## config.mk

```make
export PLATFORM = sky130hd
export DESIGN_NAME = telemetry_ascii_framer_top_flat
export DESIGN_NICKNAME = d
export VERILOG_FILES = /design/src/design/taf_pkg.sv /design/src/design/taf_if.sv /design/src/design/taf_conv.sv /design/src/design/telemetry_ascii_framer_top.sv /design/src/flat_wrapper.sv
export VERILOG_INCLUDE_DIRS = /design/src /design/src/design
export SDC_FILE = /design/constraint.sdc
export NUM_CORES = 1
export LEC_CHECK = 0
export BUFFER_PORTS_ARGS = -buffer_cell sky130_fd_sc_hd__buf_4
export CAP_MARGIN = 20
export CORE_MARGIN = 5
export CORE_UTILIZATION = 40
export DETAILED_ROUTE_END_ITERATION = 10
export PLACE_DENSITY = 0.56
export SLEW_MARGIN = 20
export SYNTH_ARGS = -nofsm -noshare
export SYNTH_HDL_FRONTEND = slang
export SYNTH_SLANG_ARGS = --single-unit
```

## constraint.sdc

```tcl
create_clock -name clk -period 4.2 [get_ports clk]
set_input_delay 0.84 -clock clk [delete_from_list [all_inputs] [get_ports clk]]
set_output_delay 0.84 -clock clk [all_outputs]
set_load 0.05 [all_outputs]
```

## src/design/telemetry_ascii_framer_top_assert.svh

```systemverilog
// assertion macros for the telemetry ascii framer
`ifndef TELEMETRY_ASCII_FRAMER_TOP_ASSERT_SVH
`define TELEMETRY_ASCII_FRAMER_TOP_ASSERT_SVH

`ifndef SYNTHESIS
// same-cycle implication
`define TAF_ASSERT_IMP(lbl, ck, rn, ante, cons) \
	lbl: assert property (@(posedge ck) disable iff (!(rn)) (ante) |-> (cons)) \
		else $error("telemetry framer check failed");
// next-cycle implication
`define TAF_ASSERT_NXT(lbl, ck, rn, ante, cons) \
	lbl: assert property (@(posedge ck) disable iff (!(rn)) (ante) |=> (cons)) \
		else $error("telemetry framer check failed");
`else
`define TAF_ASSERT_IMP(lbl, ck, rn, ante, cons)
`define TAF_ASSERT_NXT(lbl, ck, rn, ante, cons)
`endif

`endif

```

## src/design/taf_pkg.sv

```systemverilog
// shared constants and types of the telemetry ascii framer
`default_nettype none
package taf_pkg;

	localparam int SPEED_W = 16;
	localparam int ADV_W   = 16;
	localparam int BYTE_W  = 8;

	// range limits for a reading to be framed
	localparam logic [SPEED_W-1:0] SPEED_MAX = 16'd9999;
	localparam logic [ADV_W-1:0]   ADV_MAX   = 16'd999;

	// narrowed widths once the range check passed
	localparam int SPD_NW = 14;
	localparam int ADV_NW = 10;

	localparam logic [BYTE_W-1:0] DIGIT_BASE = 8'h30;
	localparam logic [BYTE_W-1:0] MARK_SPEED = 8'h52;
	localparam logic [BYTE_W-1:0] MARK_ADV   = 8'h41;
	localparam logic [BYTE_W-1:0] LINE_FEED  = 8'h0A;

	localparam int FRAME_LEN = 11;
	localparam int IDX_W     = $clog2(FRAME_LEN);
	localparam logic [IDX_W-1:0] LAST_IDX = IDX_W'(FRAME_LEN - 1);

	// fixed part of the check byte: both markers plus the ascii offset of six digits
	localparam int SUM_BASE_I = 32'h52 + 32'h41 + 6 * 32'h30;
	localparam logic [BYTE_W-1:0] SUM_BASE = 8'(SUM_BASE_I);

	// reciprocal multipliers, exact for the narrowed operand ranges
	localparam int PROD_W = 28;
	localparam logic [13:0] RECIP_10   = 14'd6554;
	localparam logic [13:0] RECIP_100  = 14'd5243;
	localparam logic [13:0] RECIP_1000 = 14'd8389;
	localparam int SHIFT_10   = 16;
	localparam int SHIFT_100  = 19;
	localparam int SHIFT_1000 = 23;

	typedef struct packed {
		logic [3:0] spd_thou;
		logic [3:0] spd_hund;
		logic [3:0] spd_ten;
		logic [3:0] spd_one;
		logic [3:0] adv_hund;
		logic [3:0] adv_ten;
		logic [3:0] adv_one;
		logic [BYTE_W-1:0] check;
	} frame_t;

endpackage
`default_nettype wire

```

## src/design/taf_if.sv

```systemverilog
// stream interfaces for readings in and frame bytes out
`default_nettype none
interface taf_in_if;
	import taf_pkg::*;

	logic               valid;
	logic               ready;
	logic [SPEED_W-1:0] rpm;
	logic [ADV_W-1:0]   advance;

	modport source (output valid, output rpm, output advance, input ready);
	modport sink (input valid, input rpm, input advance, output ready);
endinterface

interface taf_out_if;
	import taf_pkg::*;

	logic              valid;
	logic              ready;
	logic [BYTE_W-1:0] frame_byte;
	logic              last;

	modport source (output valid, output frame_byte, output last, input ready);
	modport sink (input valid, input frame_byte, input last, output ready);
endinterface
`default_nettype wire

```

## src/design/taf_conv.sv

```systemverilog
// range check and binary to decimal digit conversion with check byte
`default_nettype none
module taf_conv (
	input  wire logic                        clk,
	input  wire logic                        arst_n,
	input  wire logic                        in_valid,
	input  wire logic [taf_pkg::SPEED_W-1:0] in_speed,
	input  wire logic [taf_pkg::ADV_W-1:0]   in_adv,
	output      logic                        in_ready,
	output      logic                        out_valid,
	output      taf_pkg::frame_t             out_frame,
	input  wire logic                        out_ready
);
	import taf_pkg::*;

	logic              in_ok;
	logic [SPD_NW-1:0] spd_n;
	logic [ADV_NW-1:0] adv_n;
	logic [PROD_W-1:0] p_s1000, p_s100, p_s10, p_a100, p_a10;

	logic              valid_s2;
	logic [3:0]        q1000_s2;
	logic [6:0]        q100_s2;
	logic [9:0]        q10_s2;
	logic [SPD_NW-1:0] spd_s2;
	logic [3:0]        aq100_s2;
	logic [6:0]        aq10_s2;
	logic [ADV_NW-1:0] adv_s2;

	logic [6:0]        d_hund;
	logic [9:0]        d_ten;
	logic [SPD_NW-1:0] d_one;
	logic [6:0]        a_ten;
	logic [ADV_NW-1:0] a_one;

	assign in_ok = (in_speed <= SPEED_MAX) && (in_adv <= ADV_MAX);
	assign spd_n = in_speed[SPD_NW-1:0];
	assign adv_n = in_adv[ADV_NW-1:0];

	// quotients by constant reciprocal
	assign p_s1000 = PROD_W'(spd_n) * PROD_W'(RECIP_1000);
	assign p_s100  = PROD_W'(spd_n) * PROD_W'(RECIP_100);
	assign p_s10   = PROD_W'(spd_n) * PROD_W'(RECIP_10);
	assign p_a100  = PROD_W'(adv_n) * PROD_W'(RECIP_100);
	assign p_a10   = PROD_W'(adv_n) * PROD_W'(RECIP_10);

	assign in_ready = !valid_s2 || out_ready;

	always_ff @(posedge clk or negedge arst_n) begin
		if (!arst_n) begin
			valid_s2 <= 1'b0;
		end else if (in_valid && in_ready) begin
			valid_s2 <= in_ok;
		end else if (out_ready) begin
			valid_s2 <= 1'b0;
		end
	end

	always_ff @(posedge clk) begin
		if (in_valid && in_ready) begin
			q1000_s2 <= p_s1000[SHIFT_1000 +: 4];
			q100_s2  <= p_s100[SHIFT_100 +: 7];
			q10_s2   <= p_s10[SHIFT_10 +: 10];
			spd_s2   <= spd_n;
			aq100_s2 <= p_a100[SHIFT_100 +: 4];
			aq10_s2  <= p_a10[SHIFT_10 +: 7];
			adv_s2   <= adv_n;
		end
	end

	// each digit below the top one is a quotient less ten times the next coarser quotient
	assign d_hund = q100_s2 - 7'(q1000_s2) * 7'd10;
	assign d_ten  = q10_s2 - 10'(q100_s2) * 10'd10;
	assign d_one  = spd_s2 - SPD_NW'(q10_s2) * SPD_NW'(10);
	assign a_ten  = aq10_s2 - 7'(aq100_s2) * 7'd10;
	assign a_one  = adv_s2 - ADV_NW'(aq10_s2) * ADV_NW'(10);

	always_comb begin
		out_frame.spd_thou = q1000_s2;
		out_frame.spd_hund = d_hund[3:0];
		out_frame.spd_ten  = d_ten[3:0];
		out_frame.spd_one  = d_one[3:0];
		out_frame.adv_hund = aq100_s2;
		out_frame.adv_ten  = a_ten[3:0];
		out_frame.adv_one  = a_one[3:0];
		// last advance digit stays out of the check byte
		out_frame.check = SUM_BASE + 8'(q1000_s2) + 8'(d_hund[3:0]) + 8'(d_ten[3:0])
			+ 8'(d_one[3:0]) + 8'(aq100_s2) + 8'(a_ten[3:0]);
	end

	assign out_valid = valid_s2;
endmodule
`default_nettype wire

```

## src/design/telemetry_ascii_framer_top.sv

```systemverilog
// telemetry ascii framer: one reading in, one eleven-byte ascii frame out
// path of a reading: input register, conversion register, frame buffer, output register
// throughput: one frame byte per cycle while the output is taken; the byte serializer sets the pace
// out-of-range readings are dropped in the conversion stage and produce no output
// reset (arst_n low, asynchronous) empties every stage; payload registers keep their contents
`default_nettype none
`include "telemetry_ascii_framer_top_assert.svh"
module telemetry_ascii_framer_top (
	input wire logic clk,
	input wire logic arst_n,
	taf_in_if.sink   sample,
	taf_out_if.source frame
);
	import taf_pkg::*;

	// input register
	logic               valid_s1;
	logic [SPEED_W-1:0] speed_s1;
	logic [ADV_W-1:0]   adv_s1;

	// handshake with the conversion stage
	logic   conv_in_ready;
	logic   conv_valid;
	frame_t conv_frame;

	// frame buffer being serialized
	logic             fr_valid_q;
	frame_t           fr_q;
	logic [IDX_W-1:0] idx_q;

	// output register
	logic              out_valid_q;
	logic [BYTE_W-1:0] out_byte_q;
	logic              out_last_q;

	logic              out_free;
	logic              emit;
	logic              fr_done;
	logic              fr_ready;
	logic [BYTE_W-1:0] byte_sel;

	// input register is open while empty or while the conversion stage can move
	assign sample.ready = !valid_s1 || conv_in_ready;

	always_ff @(posedge clk or negedge arst_n) begin
		if (!arst_n) begin
			valid_s1 <= 1'b0;
		end else if (sample.valid && sample.ready) begin
			valid_s1 <= 1'b1;
		end else if (conv_in_ready) begin
			valid_s1 <= 1'b0;
		end
	end

	always_ff @(posedge clk) begin
		if (sample.valid && sample.ready) begin
			speed_s1 <= sample.rpm;
			adv_s1   <= sample.advance;
		end
	end

	// range check drops bad readings, then digits and check byte
	taf_conv u_conv (
		.clk       (clk),
		.arst_n    (arst_n),
		.in_valid  (valid_s1),
		.in_speed  (speed_s1),
		.in_adv    (adv_s1),
		.in_ready  (conv_in_ready),
		.out_valid (conv_valid),
		.out_frame (conv_frame),
		.out_ready (fr_ready)
	);

	// a byte moves into the output register whenever that register is empty or being taken
	assign out_free = !out_valid_q || frame.ready;
	assign emit     = fr_valid_q && out_free;
	assign fr_done  = emit && (idx_q == LAST_IDX);
	// next frame loads in the cycle the line feed leaves, so frames run back to back
	assign fr_ready = !fr_valid_q || fr_done;

	always_ff @(posedge clk or negedge arst_n) begin
		if (!arst_n) begin
			fr_valid_q <= 1'b0;
			idx_q      <= '0;
		end else if (conv_valid && fr_ready) begin
			fr_valid_q <= 1'b1;
			idx_q      <= '0;
		end else if (fr_done) begin
			fr_valid_q <= 1'b0;
			idx_q      <= '0;
		end else if (emit) begin
			idx_q <= idx_q + IDX_W'(1);
		end
	end

	always_ff @(posedge clk) begin
		if (conv_valid && fr_ready) begin
			fr_q <= conv_frame;
		end
	end

	// byte picked by position within the frame
	always_comb begin
		case (idx_q)
			4'd0:    byte_sel = MARK_SPEED;
			4'd1:    byte_sel = DIGIT_BASE + 8'(fr_q.spd_thou);
			4'd2:    byte_sel = DIGIT_BASE + 8'(fr_q.spd_hund);
			4'd3:    byte_sel = DIGIT_BASE + 8'(fr_q.spd_ten);
			4'd4:    byte_sel = DIGIT_BASE + 8'(fr_q.spd_one);
			4'd5:    byte_sel = MARK_ADV;
			4'd6:    byte_sel = DIGIT_BASE + 8'(fr_q.adv_hund);
			4'd7:    byte_sel = DIGIT_BASE + 8'(fr_q.adv_ten);
			4'd8:    byte_sel = DIGIT_BASE + 8'(fr_q.adv_one);
			4'd9:    byte_sel = fr_q.check;
			4'd10:   byte_sel = LINE_FEED;
			default: byte_sel = LINE_FEED;
		endcase
	end

	always_ff @(posedge clk or negedge arst_n) begin
		if (!arst_n) begin
			out_valid_q <= 1'b0;
		end else if (emit) begin
			out_valid_q <= 1'b1;
		end else if (frame.ready) begin
			out_valid_q <= 1'b0;
		end
	end

	always_ff @(posedge clk) begin
		if (emit) begin
			out_byte_q <= byte_sel;
			out_last_q <= (idx_q == LAST_IDX);
		end
	end

	assign frame.valid      = out_valid_q;
	assign frame.frame_byte = out_byte_q;
	assign frame.last       = out_last_q;

	// the frame always closes on a line feed
	`TAF_ASSERT_IMP(a_last_is_lf, clk, arst_n, frame.valid && frame.last,
		frame.frame_byte == LINE_FEED)
	// bytes of one frame follow without a gap once taken
	`TAF_ASSERT_NXT(a_no_gap, clk, arst_n, frame.valid && frame.ready && !frame.last,
		frame.valid)
	// byte position never runs past the line feed
	`TAF_ASSERT_IMP(a_idx_range, clk, arst_n, fr_valid_q, idx_q <= LAST_IDX)
endmodule
`default_nettype wire
```

## src/flat_wrapper.sv

```systemverilog
// flat-port wrapper written by rule: the top's interface ports become plain ports
module telemetry_ascii_framer_top_flat import taf_pkg::*;
  (clk, arst_n, sample_valid, sample_rpm, sample_advance, sample_ready, frame_valid, frame_frame_byte, frame_last, frame_ready);
  taf_in_if sample_i ();
  taf_out_if frame_i ();
  input wire logic clk;
  input wire logic arst_n;
  input wire logic [$bits(sample_i.valid)-1:0] sample_valid;
  input wire logic [$bits(sample_i.rpm)-1:0] sample_rpm;
  input wire logic [$bits(sample_i.advance)-1:0] sample_advance;
  output wire logic [$bits(sample_i.ready)-1:0] sample_ready;
  output wire logic [$bits(frame_i.valid)-1:0] frame_valid;
  output wire logic [$bits(frame_i.frame_byte)-1:0] frame_frame_byte;
  output wire logic [$bits(frame_i.last)-1:0] frame_last;
  input wire logic [$bits(frame_i.ready)-1:0] frame_ready;
  assign sample_i.valid = sample_valid;
  assign sample_i.rpm = sample_rpm;
  assign sample_i.advance = sample_advance;
  assign sample_ready = sample_i.ready;
  assign frame_valid = frame_i.valid;
  assign frame_frame_byte = frame_i.frame_byte;
  assign frame_last = frame_i.last;
  assign frame_i.ready = frame_ready;
  telemetry_ascii_framer_top u_core (.clk(clk), .arst_n(arst_n), .sample(sample_i), .frame(frame_i));
endmodule
```

==> flow_summary.json <==
{
  "intPower_mw": 10.0,
  "tritoncts": "yes",
  "multiInputGateArea_mm2": 0.0123,
  "netlist_instances": 1433,
  "dr.pass1.iters": 5,
  "first_global_vias": 11900,
  "timing.reg2reg.setup_slack_ns": -0.33,
  "grt_setup_unrepaired": "true",
  "finalWorstPathRequiredPeriod_ns": 4.53,
  "final_setup_violation_count": 19,
  "synth_area_leaders": "sky130_fd_sc_hd__ha_1 27%, sky130_fd_sc_hd__fa_1 27%, sky130_fd_sc_hd__edfxtp_1 20%, sky130_fd_sc_hd__inv_1 10%, sky130_fd_sc_hd__xnor2_1 2.1%",
  "combined_area_of_all_synthesized_cells_mm2": 0.0155,
  "ff_latch_area_mm2": 0.00335,
  "grt-ovfl-total": 0,
  "insertion_delay_ns": 0.43,
  "clkPwrFrac_pct": 8.1,
  "die_width_um": 207,
  "power.static_leakage_nw": 10.1,
  "fp.dieArea_mm2": 0.0428,
  "failed_checks": "negative setup slack",
  "start_util_pct": 40.3,
  "antenna_left": 0,
  "power_density_over_the_cells_mw_per_mm2": 857,
  "clock_tree.buffer_depth": 2,
  "top_signal_layer_used": "met4",
  "setup.worst_path.start_class": "register",
  "synth.yosys.warnings": 0,
  "layout.filler_cells": 3317,
  "critical_path_required_ns": 4.38,
  "critical_path_maximum_fanout": 3,
  "std_cell_rows": 72,
  "max_clock_freq_mhz": 221,
  "crit_type": "register to register",
  "synth.net_count": 2010,
  "dr_total_vias": 10800,
  "cts-htree-levels": 4,
  "util_after_layout_pct": 54.9,
  "drive_above_1_share_pct": 35.0,
  "die_height_um": 207,
  "synth_edf_count": 105,
  "worst-slew-pin-transition_ns": 0.899,
  "hold_viol": 0,
  "seq_area_frac_synth_pct": 21.6,
  "detail_route.wirelength_mm": 38.2,
  "final_cell_count_no_fill": 2292,
  "sw_frac_of_total_pct": 44.6,
  "antennaDiodeCount": 0,
  "final-max-slew-violation-count": 0,
  "worst_setup_path_end_kind": "register",
  "p_switching_mw": 8.06,
  "core_region_area_mm2": 0.0385,
  "clock-root-buffer": "sky130_fd_sc_hd__clkbuf_16",
  "floorplan.io_pins": 47,
  "run_status": "finished, violations left",
  "route.detailed.vias_per_inst": 4.73,
  "share_comb_of_total_power_pct": 80.2,
  "cts-hold-fix-buffers": 0,
  "netlist.area_leader.share_pct": 27.0,
  "leading_register_cell_type_out_of_synthesis": "sky130_fd_sc_hd__edfxtp_1",
  "clock_sinks": 113,
  "gr-usage-all-layers_pct": 18.7,
  "drt-wirelength-per-cell_um": 16.7,
  "critical_path_arrival_ns": 4.71,
  "wl_met2_mm": 19.3,
  "nNetsFinal": 2338,
  "synth.lib_cells_used.distinct": 62,
  "finalWorstSetupSlack_ns": -0.328,
  "grt_max_degree": 41,
  "async_flop_share_pct": 7.08,
  "maxSlewHeadroom_pct": 40.1,
  "dp.cells": 2206,
  "numPortBuffers": 46,
  "place_congestion": 0.859,
  "detail_route.iter0.violations": 394,
  "cap_violations": 0,
  "antenna_found_initial": 0,
  "syn_area_per_cell_um2": 10.8,
  "synth_register_bits": 113,
  "m1WireLength_mm": 17.4,
  "min-delay-path-class": "primary input to async pin",
  "rr_startpoint": "u_core.adv_s1[7]$_DFFE_PP_",
  "netlist.top_cell.by_area": "sky130_fd_sc_hd__ha_1",
  "area.growth.synth_to_final_pct": 36.2,
  "seqPwrFrac_pct": 11.8,
  "dp.final_hpwl_mm": 31.9,
  "cts_inserted_buffers": 17,
  "grt_pass1_wl_mm": 61.7,
  "clk_pin_slew_ns": 0.06,
  "max-vdd-ir-drop_mv": 1.42,
  "r2r_cells": 13,
  "r2r_end": "u_core.u_conv.aq100_s2[0]$_DFFE_PP_",
  "drc": 0,
  "route.met3.wl_um": 799,
  "min_period_over_period_pct": 108,
  "final.setup_skew_ns": 0.0106
}
per-stage QoR:
stage | TNS, ns | worst slack, ns | hold slack [ns] | cell area [um^2] | total power, mW
global placement | -8.09 | -0.519 | 0.409 | 18700 | 13.7
global route | -7.05 | -0.470 | 0.193 | 21100 | 19.9
finish | -3.70 | -0.328 | 0.213 | 21100 | 18.1
CTS | -4.13 | -0.301 | 0.192 | 20500 | 17.0
floorplan | -2.13 | -0.384 | 0.400 | 16000 | 10.6
detailed placement | -8.76 | -0.516 | 0.412 | 18700 | 14.1
kinds of logic after synthesis:
group	Yosys count	synth area share, %
adder cells (fa/ha/maj)	541	53.6
AO/OA/AOI/OAI	155	6.77
XOR/XNOR	50	2.82
buffers and inverters	430	10.4
AND/OR/NAND/NOR	144	4.75
flip-flops	113	21.6
state kept, by name, summed over array words and instances, names as in the netlist, 4 cells and up:
name / flops
u_core.adv_s1: 16
u_core.fr_q: 36
u_core.frame.frame_byte: 8
u_core.idx_q: 4
u_core.speed_s1: 16
u_core.u_conv.adv_s2: 4
u_core.u_conv.aq100_s2: 4
u_core.u_conv.aq10_s2: 4
u_core.u_conv.q1000_s2: 4
u_core.u_conv.q100_s2: 4
u_core.u_conv.q10_s2: 4
u_core.u_conv.spd_s2: 4
placed cells by master, fill, tap and decap left out, types with 7 or more instances in the layout:
master	count
sky130_fd_sc_hd__ha_1	225
sky130_fd_sc_hd__xnor2_1	32
sky130_fd_sc_hd__ha_2	18
sky130_fd_sc_hd__nor2_2	7
sky130_fd_sc_hd__edfxtp_1	105
sky130_fd_sc_hd__inv_1	370
sky130_fd_sc_hd__a22oi_1	7
sky130_fd_sc_hd__buf_4	277
sky130_fd_sc_hd__a21o_1	14
sky130_fd_sc_hd__clkbuf_16	17
sky130_fd_sc_hd__a21oi_2	13
sky130_fd_sc_hd__fa_1	190
sky130_fd_sc_hd__nand3_1	11
sky130_fd_sc_hd__buf_6	30
sky130_fd_sc_hd__nand2_1	27
sky130_fd_sc_hd__nand2b_1	7
sky130_fd_sc_hd__nor3_1	11
sky130_fd_sc_hd__fa_2	16
sky130_fd_sc_hd__ha_4	92
sky130_fd_sc_hd__xor2_1	8
sky130_fd_sc_hd__o21ai_0	16
sky130_fd_sc_hd__nor2_1	22
sky130_fd_sc_hd__inv_2	48
sky130_fd_sc_hd__buf_12	7
sky130_fd_sc_hd__dfrtp_1	8
sky130_fd_sc_hd__a211oi_2	8
sky130_fd_sc_hd__a21oi_1	20
sky130_fd_sc_hd__nand4_1	9
sky130_fd_sc_hd__inv_6	7
synth_stat cells (all sizes together), types with 2 or more instances:
cell,count
inv,423
ha,335
fa,206
edfxtp,105
a21oi,39
xnor2,38
nor2,30
nand2,28
o21ai,28
nand3,17
nor3,15
a21o,14
xor2,12
a211oi,9
a22oi,9
a31oi,9
nand4,9
dfrtp,8
and2,7
nand2b,7
nor2b,7
clkbuf,6
o211ai,6
or2,6
a221oi,5
and3,5
o21bai,4
a21boi,3
a41oi,3
nand3b,3
nor4,3
o21a,3
or3,3
a222oi,2
a22o,2
a31o,2
o2111ai,2
o221ai,2
o41ai,2
worst max-delay path, cell delays in order, from the launching register on:
cell and delay [ns]:
sky130_fd_sc_hd__edfxtp_1 0.40, sky130_fd_sc_hd__buf_6 0.15, sky130_fd_sc_hd__fa_1 0.57, sky130_fd_sc_hd__fa_1 0.45, sky130_fd_sc_hd__fa_1 0.51, sky130_fd_sc_hd__inv_2 0.04
sky130_fd_sc_hd__fa_1 0.49, sky130_fd_sc_hd__inv_2 0.04, sky130_fd_sc_hd__fa_2 0.55, sky130_fd_sc_hd__ha_4 0.23, sky130_fd_sc_hd__a21oi_4 0.14, sky130_fd_sc_hd__nor2_1 0.06
sky130_fd_sc_hd__or4_1 0.51, sky130_fd_sc_hd__xor2_1 0.16
worst max path at each step:
stage               cells past startpoint  slack [ns]                           from                             endpoint
finish                                 13       -0.33     u_core.adv_s1[7]$_DFFE_PP_  u_core.u_conv.aq100_s2[0]$_DFFE_PP_
global route                           16       -0.47     u_core.adv_s1[1]$_DFFE_PP_  u_core.u_conv.aq100_s2[0]$_DFFE_PP_
CTS                                    15       -0.30  u_core.speed_s1[11]$_DFFE_PP_   u_core.u_conv.q100_s2[2]$_DFFE_PP_
detailed placement                     16       -0.52     u_core.adv_s1[8]$_DFFE_PP_   u_core.u_conv.aq10_s2[3]$_DFFE_PP_
global placement                       17       -0.52   u_core.speed_s1[7]$_DFFE_PP_   u_core.u_conv.q100_s2[3]$_DFFE_PP_
floorplan                              16       -0.38     u_core.adv_s1[1]$_DFFE_PP_  u_core.u_conv.aq100_s2[0]$_DFFE_PP_
power groups by stage:
stage	Sequential (mW)	Clock (mW)	Combinational (mW)
floorplan	2.29	0	8.35
detailed placement	2.15	0	11.9
CTS	2.13	1.49	13.4
finish	2.13	1.46	14.5
global route	2.14	1.55	16.2
global placement	2.15	0	11.6
area by class of cell:
cell class              instances  area share (%)
multi-input cells             890            58.4
flip-flops and latches        113            15.9
repair buffers                316            12.3
inverters                     423            7.61
well taps                     518            3.07
clock buffers                  17            2.01
clock inverters                15           0.764
layer usage:
| layer | GRT usage, % | vias up |
|---|---|---|
| li1 | - | 5311 |
| met1 | 24.8 | 5373 |
| met2 | 32.8 | 100 |
| met3 | 2.62 | 48 |
| met4 | 4.32 | 0 |
| met5 | 0 | - |
timing repair:
action,4_1_cts,5_1_grt
setup buffers,38,16
pin swaps,122,95
endpoints found under the setup margin,23,23
gates resized for setup,161,99
cloned,0,0
Power figures use the tool's default switching activity.
